### config.mk
export PLATFORM = sky130hd
export DESIGN_NAME = echoing_line_editor_command_match_unit
export DESIGN_NICKNAME = d
export VERILOG_FILES = /design/src/rtl/elcm_pkg.sv /design/src/rtl/elcm_line_ram.sv /design/src/rtl/echoing_line_editor_command_match_unit.sv
export VERILOG_INCLUDE_DIRS = /design/src /design/src/rtl
export SDC_FILE = /design/constraint.sdc
export NUM_CORES = 1
export LEC_CHECK = 0
export BUFFER_PORTS_ARGS = -buffer_cell sky130_fd_sc_hd__clkbuf_2
export CORE_MARGIN = 2
export CORE_UTILIZATION = 61
export CTS_CLUSTER_DIAMETER = 50
export DETAILED_ROUTE_END_ITERATION = 7
export PLACE_DENSITY = 0.82
export SYNTH_ARGS = -nofsm -noshare
export SYNTH_HDL_FRONTEND = slang
export SYNTH_SLANG_ARGS = --single-unit
### constraint.sdc
create_clock -name clk -period 4.5 [get_ports clk]
set_input_delay 0.225 -clock clk [delete_from_list [all_inputs] [get_ports clk]]
set_output_delay 0.225 -clock clk [all_outputs]
set_load 0.1 [all_outputs]
### src/rtl/echoing_line_editor_command_match_unit_defines.svh
// assertion macros for the line editor block
`ifndef ECHOING_LINE_EDITOR_COMMAND_MATCH_UNIT_DEFINES_SVH
`define ECHOING_LINE_EDITOR_COMMAND_MATCH_UNIT_DEFINES_SVH

// same-cycle implication, sampled on clk, off during reset
`define ELCM_ASSERT_NOW(label, ante, cons, msg) \
    label: assert property (@(posedge clk) disable iff (!rst_n) (ante) |-> (cons)) \
        else $error(msg);

// next-cycle implication, sampled on clk, off during reset
`define ELCM_ASSERT_NEXT(label, ante, cons, msg) \
    label: assert property (@(posedge clk) disable iff (!rst_n) (ante) |=> (cons)) \
        else $error(msg);

`endif

### src/rtl/elcm_pkg.sv
// shared constants, types and command text for the line editor
`timescale 1ns / 1ps

package elcm_pkg;

    localparam int LINE_MAX_DEF = 64;
    localparam int CMD_COUNT    = 4;
    localparam int CMD_MAX_LEN  = 18;
    localparam int CMD_TEXT_W   = 8 * CMD_MAX_LEN;

    localparam logic [7:0] CH_BS    = 8'h08;
    localparam logic [7:0] CH_DEL   = 8'h7F;
    localparam logic [7:0] CH_CR    = 8'h0D;
    localparam logic [7:0] CH_LF    = 8'h0A;
    localparam logic [7:0] CH_SPACE = 8'h20;

    localparam logic [2:0] CODE_UNKNOWN = 3'd0;
    localparam logic [2:0] CODE_HELP    = 3'd1;
    localparam logic [2:0] CODE_STATUS  = 3'd2;
    localparam logic [2:0] CODE_LED_ON  = 3'd3;
    localparam logic [2:0] CODE_LED_OFF = 3'd4;

    localparam logic [4:0] CMD_LEN [CMD_COUNT] = '{5'd4, 5'd6, 5'd17, 5'd18};

    localparam logic [CMD_TEXT_W-1:0] CMD_TEXT [CMD_COUNT] = '{
        {"Help", {(CMD_MAX_LEN - 4){8'h00}}},
        {"Status", {(CMD_MAX_LEN - 6){8'h00}}},
        {"LED Blue Light ON", {(CMD_MAX_LEN - 17){8'h00}}},
        "LED Blue Light OFF"
    };

    typedef enum logic [1:0] {
        RUN_CHAR = 2'd0,
        RUN_BS   = 2'd1,
        RUN_EOL  = 2'd2
    } run_t;

    typedef enum logic [4:0] {
        S_IDLE    = 5'b00001,
        S_FETCH   = 5'b00010,
        S_CMP     = 5'b00100,
        S_RESOLVE = 5'b01000,
        S_EMIT    = 5'b10000
    } state_t;

    // character i of command c, zero past the end of the text
    function automatic logic [7:0] cmd_char(input logic [1:0] c, input logic [4:0] i);
        logic [7:0] ch;
        ch = 8'h00;
        if (i < 5'(CMD_MAX_LEN))
        begin
            ch = CMD_TEXT[c][CMD_TEXT_W - 1 - 8 * i -: 8];
        end
        return ch;
    endfunction

endpackage

### src/rtl/elcm_line_ram.sv
// line store memory, one write port and one registered read port
`timescale 1ns / 1ps

module elcm_line_ram #(
    parameter int DEPTH  = 64,
    parameter int ADDR_W = 6
) (
    input  logic              clk,
    input  logic              we,
    input  logic [ADDR_W-1:0] waddr,
    input  logic [7:0]        wdata,
    input  logic [ADDR_W-1:0] raddr,
    output logic [7:0]        rdata
);

    logic [7:0] mem [DEPTH];
    logic [7:0] rdata_reg;

    always_ff @(posedge clk)
    begin
        if (we)
        begin
            mem[waddr] <= wdata;
        end
        rdata_reg <= mem[raddr];
    end

    assign rdata = rdata_reg;

endmodule

### src/rtl/echoing_line_editor_command_match_unit.sv
// Terminal line editor: stores and echoes received bytes, handles backspace, and on a
// carriage return or line feed echoes 0D 0A and reports which fixed command the line holds.
// One item is taken at a time. An ordinary byte yields one result and a backspace three, none
// for a byte on a full line or a backspace on an empty one; they follow one per cycle while
// out_ready is high. A line end walks the stored line through a single compare unit, each
// character in two steps, a memory read and then a compare against all commands, before
// the outcome is resolved and its results are emitted.
`timescale 1ns / 1ps
`include "echoing_line_editor_command_match_unit_defines.svh"

module echoing_line_editor_command_match_unit #(
    parameter int LINE_MAX = elcm_pkg::LINE_MAX_DEF
) (
    input  logic       clk,
    input  logic       rst_n,
    input  logic       in_valid,
    output logic       in_ready,
    input  logic [7:0] rx_byte,
    output logic       out_valid,
    input  logic       out_ready,
    output logic       out_kind,
    output logic [7:0] out_byte,
    output logic [2:0] command_code,
    output logic       led_level,
    output logic       last_of_run
);

    import elcm_pkg::*;

    localparam int LEN_W = $clog2(LINE_MAX);

    state_t               state_reg, state_next;
    run_t                 run_reg, run_next;
    logic [1:0]           step_reg, step_next;
    logic [LEN_W-1:0]     len_reg, len_next;
    logic [LEN_W-1:0]     idx_reg, idx_next;
    logic [CMD_COUNT-1:0] match_reg, match_next;
    logic [2:0]           code_reg, code_next;
    logic                 led_reg, led_next;
    logic [7:0]           byte_reg, byte_next;

    logic       in_fire;
    logic       out_fire;
    logic       is_eol;
    logic       is_bs;
    logic       ram_we;
    logic [7:0] ram_rdata;
    logic       run_last;

    assign in_ready = (state_reg == S_IDLE);
    assign in_fire  = in_valid && in_ready;
    assign out_fire = out_valid && out_ready;
    assign is_eol   = (rx_byte == CH_CR) || (rx_byte == CH_LF);
    assign is_bs    = (rx_byte == CH_BS) || (rx_byte == CH_DEL);
    assign ram_we   = in_fire && !is_eol && !is_bs && (len_reg < LEN_W'(LINE_MAX - 1));

    elcm_line_ram #(
        .DEPTH (LINE_MAX),
        .ADDR_W(LEN_W)
    ) u_line_ram (
        .clk  (clk),
        .we   (ram_we),
        .waddr(len_reg),
        .wdata(rx_byte),
        .raddr(idx_reg),
        .rdata(ram_rdata)
    );

    assign run_last = (run_reg == RUN_CHAR) || (step_reg == 2'd2);

    always_comb
    begin
        state_next = state_reg;
        run_next   = run_reg;
        step_next  = step_reg;
        len_next   = len_reg;
        idx_next   = idx_reg;
        match_next = match_reg;
        code_next  = code_reg;
        led_next   = led_reg;
        byte_next  = byte_reg;
        case (state_reg)
            S_IDLE:
            begin
                if (in_fire)
                begin
                    byte_next = rx_byte;
                    step_next = 2'd0;
                    idx_next  = '0;
                    if (is_eol)
                    begin
                        run_next = RUN_EOL;
                        for (int c = 0; c < CMD_COUNT; c++)
                        begin
                            match_next[c] = (len_reg == LEN_W'(CMD_LEN[c]));
                        end
                        state_next = (len_reg != '0) ? S_FETCH : S_RESOLVE;
                    end
                    else if (is_bs)
                    begin
                        if (len_reg != '0)
                        begin
                            run_next   = RUN_BS;
                            len_next   = len_reg - 1'b1;
                            state_next = S_EMIT;
                        end
                    end
                    else if (ram_we)
                    begin
                        run_next   = RUN_CHAR;
                        len_next   = len_reg + 1'b1;
                        state_next = S_EMIT;
                    end
                end
            end
            S_FETCH:
            begin
                state_next = S_CMP;
            end
            S_CMP:
            begin
                for (int c = 0; c < CMD_COUNT; c++)
                begin
                    match_next[c] = match_reg[c] &&
                        (ram_rdata == cmd_char(2'(c), idx_reg[4:0]));
                end
                idx_next   = idx_reg + 1'b1;
                state_next = (idx_reg == len_reg - 1'b1) ? S_RESOLVE : S_FETCH;
            end
            S_RESOLVE:
            begin
                if (match_reg[0])
                begin
                    code_next = CODE_HELP;
                end
                else if (match_reg[1])
                begin
                    code_next = CODE_STATUS;
                end
                else if (match_reg[2])
                begin
                    code_next = CODE_LED_ON;
                    led_next  = 1'b1;
                end
                else if (match_reg[3])
                begin
                    code_next = CODE_LED_OFF;
                    led_next  = 1'b0;
                end
                else
                begin
                    code_next = CODE_UNKNOWN;
                end
                len_next   = '0;
                state_next = S_EMIT;
            end
            S_EMIT:
            begin
                if (out_fire)
                begin
                    step_next = step_reg + 1'b1;
                    if (run_last)
                    begin
                        state_next = S_IDLE;
                    end
                end
            end
            default:
            begin
                state_next = S_IDLE;
            end
        endcase
    end

    always_ff @(posedge clk or negedge rst_n)
    begin
        if (!rst_n)
        begin
            state_reg <= S_IDLE;
            run_reg   <= RUN_CHAR;
            step_reg  <= 2'd0;
            len_reg   <= '0;
            idx_reg   <= '0;
            match_reg <= '0;
            code_reg  <= CODE_UNKNOWN;
            led_reg   <= 1'b0;
        end
        else
        begin
            state_reg <= state_next;
            run_reg   <= run_next;
            step_reg  <= step_next;
            len_reg   <= len_next;
            idx_reg   <= idx_next;
            match_reg <= match_next;
            code_reg  <= code_next;
            led_reg   <= led_next;
        end
    end

    always_ff @(posedge clk)
    begin
        byte_reg <= byte_next;
    end

    always_comb
    begin
        out_kind     = 1'b0;
        out_byte     = 8'h00;
        command_code = CODE_UNKNOWN;
        case (run_reg)
            RUN_CHAR:
            begin
                out_byte = byte_reg;
            end
            RUN_BS:
            begin
                out_byte = (step_reg == 2'd1) ? CH_SPACE : CH_BS;
            end
            RUN_EOL:
            begin
                if (step_reg == 2'd0)
                begin
                    out_byte = CH_CR;
                end
                else if (step_reg == 2'd1)
                begin
                    out_byte = CH_LF;
                end
                else
                begin
                    out_kind     = 1'b1;
                    command_code = code_reg;
                end
            end
            default:
            begin
                out_byte = 8'h00;
            end
        endcase
    end

    assign out_valid   = (state_reg == S_EMIT);
    assign led_level   = led_reg;
    assign last_of_run = run_last;

    `ELCM_ASSERT_NOW(a_len_bound, 1'b1, len_reg <= LEN_W'(LINE_MAX - 1), "line length overflow")
    `ELCM_ASSERT_NOW(a_no_overlap, in_ready, !out_valid, "input taken while result pending")
    `ELCM_ASSERT_NEXT(a_eol_clears, in_fire && is_eol, len_reg == '0 || state_reg != S_EMIT,
        "line end left length")
    `ELCM_ASSERT_NEXT(a_last_idle, out_fire && last_of_run, state_reg == S_IDLE,
        "run did not end on last item")
    `ELCM_ASSERT_NOW(a_outcome_last, out_valid && out_kind, last_of_run,
        "outcome not last of run")

endmodule

== Word-level counts from Yosys, hierarchy flattened ==
Memory sizes are Yosys's and may differ from the RTL's. A register that Yosys moved wholly into a read port is not among the register bits.
Index checks and enable logic that the tools add are counted.

* Logic and storage cells: 139
* Memory bits (writable): 512
* Output and inout port bits: 16
* Memories: 1
* Input bits: 12
* Register bits after elaboration: 37

{| class="wikitable"
|+ Memory list
! memory !! depth !! bits a word !! read ports !! clocked after memory_dff !! wr ports !! RTL line !! source
|-
| u_line_ram.mem || 64 || 8 || 1 || 1 || 1 || elcm_line_ram.sv:16 || <nowiki>logic [7:0] mem [DEPTH];</nowiki>
|}

* $add $sub $neg: 5
* Bitwise logic cells: 2
* Reductions and logical operators: 30
* Shift-type cells: 4
* Order comparisons: 2
* Equal/unequal tests: 32
* Mux-type cells: 54

{| class="wikitable"
|+ Operators by type and width
! kind !! number
|-
| $shiftx 151x33->8 const A || 4
|-
| $mux 8 || 8
|-
| $mux 6 || 7
|-
| $mux 5 || 7
|-
| $eq 8x8->1 || 4
|-
| $pmux 5 s5 || 1
|-
| $eq 8x4->1 const B || 3
|-
| $mux 4 || 6
|-
| $pmux 6 s2 || 2
|-
| $pmux 8 s3 || 1
|-
| $mux 3 || 7
|-
| $add 6x1->6 const B || 2
|-
| $eq 6x3->1 const B || 2
|-
| $eq 6x5->1 const B || 2
|-
| $mux 2 || 6
|-
| $reduce_and 5->1 || 2
|-
| $logic_and 1x1->1 || 9
|-
| $sub 8x8->9 const A || 1
|-
| $eq 8x7->1 const B || 1
|-
| $ne 2x1->1 const B || 4
|-
| $pmux 4 s2 || 1
|-
| $reduce_and 4->1 || 2
|-
| $reduce_bool 2->1 || 4
|-
| $mux 1 || 7
|-
| other kinds (26) || 36
|}

== Logic depth before layout (Yosys ltp) ==
* Word-level depth: 11
* Mapped depth: 13

== Modules after synthesis ==
From an unflattened synthesis, not the netlist that was laid out.

* Cell total of the unflattened synthesis: 1,371
* Area total of the unflattened synthesis: 23,676.5 µm²

{| class="wikitable"
|+ Modules (own cells, without submodules)
! module !! times used !! area each (µm²) !! cells each
|-
| elcm_line_ram || 1 || 20,166.8 || 940
|-
| echoing_line_editor_command_match_unit || 1 || 3,509.6 || 431
|}

== Worst setup path after synthesis ==
OpenSTA, ideal clock, no wires.

* Kind: reg-to-output
* From: reg run_reg[1]
* To: out command_code[2]
* Path buffers: 1
* Path slack: 0.283 ns
* Stages on the path, launching flop included: 5
* Arrival time: 3.992 ns
* Cells stage by stage: dfrtp_1 clkbuf_1 nor2b_1 nor3b_1 and2_1

* Word-level cells in the longest chain between the ends: 2

{| class="wikitable"
|+ Ends and longest elaborated chain
! item !! RTL line !! source
|-
| start: declaration || echoing_line_editor_command_match_unit.sv:33 || <nowiki>run_t run_reg, run_next;</nowiki>
|-
| start signal: assignment || echoing_line_editor_command_match_unit.sv:191 || <nowiki>run_reg <= run_next;</nowiki>
|-
| $eq 2x2->1 || echoing_line_editor_command_match_unit.sv:211 || <nowiki>case (run_reg)</nowiki>
|-
| $mux 3 || echoing_line_editor_command_match_unit.sv:211 ||
|-
| end: declaration || echoing_line_editor_command_match_unit.sv:23 || <nowiki>output logic [2:0] command_code,</nowiki>
|}

Every way passes these cells.

== Final worst setup path ==
* From: reg state_reg[0]
* To: mem u_line_ram.mem[12][2], enable pin

* Word-level cells in the longest chain between the ends: 7

{| class="wikitable"
|+ Ends and longest elaborated chain
! item !! RTL line !! source
|-
| start: declaration || echoing_line_editor_command_match_unit.sv:32 || <nowiki>state_t state_reg, state_next;</nowiki>
|-
| start signal: assignment || echoing_line_editor_command_match_unit.sv:190 || <nowiki>state_reg <= state_next;</nowiki>
|-
| $eq 5x1->1 || echoing_line_editor_command_match_unit.sv:50 || <nowiki>assign in_ready = (state_reg == S_IDLE);</nowiki>
|-
| $logic_and 1x1->1 || echoing_line_editor_command_match_unit.sv:51 || <nowiki>assign in_fire = in_valid && in_ready;</nowiki>
|-
| $logic_and 1x1->1 (3 in series) || echoing_line_editor_command_match_unit.sv:55 || <nowiki>assign ram_we = in_fire && !is_eol && !is_bs && (len_reg < LEN_W'(LINE_MAX - 1));</nowiki>
|-
| $mux 1 || elcm_line_ram.sv:21 || <nowiki>if (we)</nowiki>
|-
| $mux 1 (not written as such) || elcm_line_ram.sv:23 || <nowiki>mem[waddr] <= wdata;</nowiki>
|-
| end: declaration || elcm_line_ram.sv:16 ||
|}

Every way passes these cells.

==> run summary <==
The width of the chip works out to 200.2 µm. TritonCTS built the clock tree. 0 antenna diodes ended up in the layout.

The detail route stage leaves a number of antenna-violating nets equal to 0. The register with the most flip-flops in the layout has 512 of them. Setup repair after global routing left no endpoint under its margin. The count of cells in the finished layout, fillers not included, comes to 1897. Summing internal, switching and leakage power gives 11.31 mW. After detailed routing, the number of remaining DRC violations is 0.

In this run, the combinational gates consume 10.6% of the power. The max-slew violation count was 0. The top cell types in the final layout, fill and taps aside, are edfxtp_1, mux4_2, nor2_1, clkbuf_16, o21ai_0.

The final routed wire length divided by cell count is 29.12 µm, and the final period demand of the worst path is 3.379 ns. For the placed standard-cell area, the log shows 24040 µm². Mapped cell area: 23490 µm². The leading cell type in the layout, fill and taps excluded is edfxtp_1.

The vertical die dimension was 200.2 µm; the synthesized area per cell was 17.73 µm². The total global-route track usage is 27.83%. For this run, the leading register cell type out of synthesis is edfxtp_1. The analysis attributes to cell leakage a power of 8.121 nW. Setup slack on the critical path of the routed design comes to 1.121 ns. The min-delay analysis places its worst path in the category primary input to flip-flop. Along the worst path, the maximum fanout reaches 8. The H-tree was split into 2 levels. For the count of yosys warnings during synthesis, the log shows 0.

The tools report the maximum operating frequency as 295.9 MHz. The number of register bits inferred by synthesis was 557. Entering global routing, the biggest net connects 157 pins. The headroom to the max-slew limit was 32.51%; the via density per instance was 6.895. The part of the cycle the worst path needs is 75.10%, and the switching share of power is 25.65%. The tools report the internal portion of total power as 8.412 mW. The floorplan step defined a core boundary enclosing 37760 µm². After routing the design area is 25670 µm². The hold-critical path depth was 4. The run gives 40090 µm² as the area of the die. In the final timing run, aggregate negative setup slack is 0 ns. The number of port buffers came out at 27. At the end of the flow, the number of nets in the layout was 1370. Data on the critical path arrives at its endpoint at 3.58 ns.

In this run the core area contains 71 standard-cell rows. No sink is reached through more buffers than the 3 on the longest clock path. After clock tree synthesis, the setup repair step added 0 buffers. Including well taps, the total number of placed cells is 1800. The first global-routing pass estimated 82950 µm of wire. Category of the critical setup timing path: flip-flop to flip-flop.

Proportion of synthesized flip-flops having asynchronous set or reset: 5.206%. The proportion of layout cells with a drive suffix above 1 works out to 21.79%. The worst register-to-register path has a depth of 7.

At the end of routability-driven placement, the weighted congestion stood at 0.9410. For this block, the initial DRC count from the detailed router was 1721. The length of the first detailed-routing pass in iterations was 5.

STA classifies the critical path startpoint as a flip-flop. Across the run, the number of max-cap violations was 0. Clock latency on the worst-skew pair, taken at its later pin, is 0.59 ns. Synthesis produced a netlist whose cell count is 1325.

At the pin with the least slew margin, the transition time is 1.012 ns. Across the routed clock network, the largest skew measured is 0.01873 ns. For the final wirelength, the log shows 55240 µm. The worst slack after detailed placement was 1.109 ns. STA classifies the critical path endpoint as a flip-flop. The flow ran to the end, and the final reports show no timing, DRC or antenna violations. The final setup violation count was 0; the count of endpoints failing hold in the final timing report was 0. The layout overhead on the synthesized area came out at 9.274%. The run gives 13080 as the via count.

For this design the top-level I/O count stands at 28. After global routing the overflow that remains totals 0. The number of distinct library cells after synthesis came out at 73. The synthesized net count was 1349; the effective utilization at floorplan was 62.22%. The number of sinks handled by clock tree synthesis was 557. TritonCTS created 52 clock buffers. The logs give 52.6% for the sequential group share of total power and 12900 for the number of global-route vias before repair. In this run the power density over the cells is 440.8 nW/µm².

Share of the yosys chip area belonging to registers: 70.25%. Clock-pin slew was measured on the worst setup and hold paths at 0.06 ns. The share of total power dissipated in the clock network is 36.7%. The logs give 2 for the number of antenna violations at the first check in global routing and 32910 µm for the post-detailed-placement half-perimeter wirelength. The net load switching power was 2.903 mW; the data required time of the critical path was 4.70 ns. Counting flops with a built-in enable in the synthesized netlist gives 520.

IR analysis of the VDD net gives a maximum drop of 298.0 µV. Clock tree synthesis selected as its root buffer the cell clkbuf_16.
## layer usage
| layer | GRT usage (%) | routed length, µm |
|---|---|---|
| met3 | 5.337 | 5613 |
| met4 | 10.79 | 2305 |
| met5 | 0 | 24 |
| met2 | 44.44 | 26780 |
| met1 | 38.66 | 20520 |
## cell type report
| class | instances | area [µm²] |
|---|---|---|
| Tap cell | 511 | 639.4 |
| Multi-Input combinational cell | 667 | 6495 |
| Sequential cell | 557 | 16510 |
| Fill cell | 2337 | 12090 |
| Clock inverter | 31 | 214.0 |
| Clock buffer | 63 | 1385 |
| Inverter | 14 | 52.55 |
| Timing Repair Buffer | 54 | 370.4 |
## Yosys cell counts (18+ instances only)
library cell / count / area, µm²
nand2b_1: 18 / 112.6
o21ai_0: 46 / 230.2
clkbuf_1: 26 / 97.59
mux2i_1: 27 / 270.3
buf_2: 31 / 155.2
nor3_1: 25 / 125.1
edfxtp_1: 520 / 15610
mux4_2: 141 / 3176
nand3_1: 21 / 105.1
a21oi_1: 36 / 180.2
nor2_1: 91 / 341.6
dfrtp_1: 28 / 700.7
nand2_1: 44 / 165.2
## kinds of logic (layout without fill, tap and decap cells)
group,count (synthesis),in the layout,share of synthesized area [%]
flops,557,557,70.25
fa+ha+maj,12,12,0.6392
xor+xnor,28,28,1.076
buf+inv,101,162,2.099
simple gates,281,281,5.998
compound gates,168,168,4.788
mux,178,178,15.15
## critical path, cell delays in order (launching register included)
cell and delay (ns):
dfstp_2 0.57, nor2b_1 0.23, nand3_2 0.22, a311oi_2 0.32
and2_1 0.35, inv_2 0.09, or3_1 0.55, nor2_1 0.67
## final timing paths
kind,slack [ns],start,endpoint
max reg2reg,1.12,state_reg[0],u_line_ram.mem[12][2]
max,1.12,state_reg[0],u_line_ram.mem[12][2]
min in group asynchronous,0.25,rst_n,code_reg[2]
min,0.11,in_valid,run_reg[0]
max in group asynchronous,3.68,rst_n,idx_reg[1]
min reg2reg,0.47,code_reg[0],code_reg[0]
## what timing repair did
action	CTS	global route
hold buffers	3	0
gates resized for setup	0	0
endpoints found under the hold margin	31	0
## per-stage QoR
stage                     hold slack [ns]  utilization (%)
after floorplan                  -0.07059                -
after global placement             0.3154            63.67
after detailed placement           0.3203            63.67
after CTS                         0.08244            67.99
after global routing               0.1044            67.99
final                              0.1077            67.99
## power by group through the flow
stage | logic (mW) | clock network [mW] | registers (mW)
6_report | 1.20 | 4.16 | 5.96
5_1_grt | 1.25 | 4.38 | 5.96
4_1_cts | 1.18 | 4.19 | 5.95
3_5_place_dp | 1.17 | 0 | 6.05
3_3_place_gp | 1.15 | 0 | 6.04
2_1_floorplan | 0.846 | 0 | 5.97
Power figures use the tool's default switching activity.
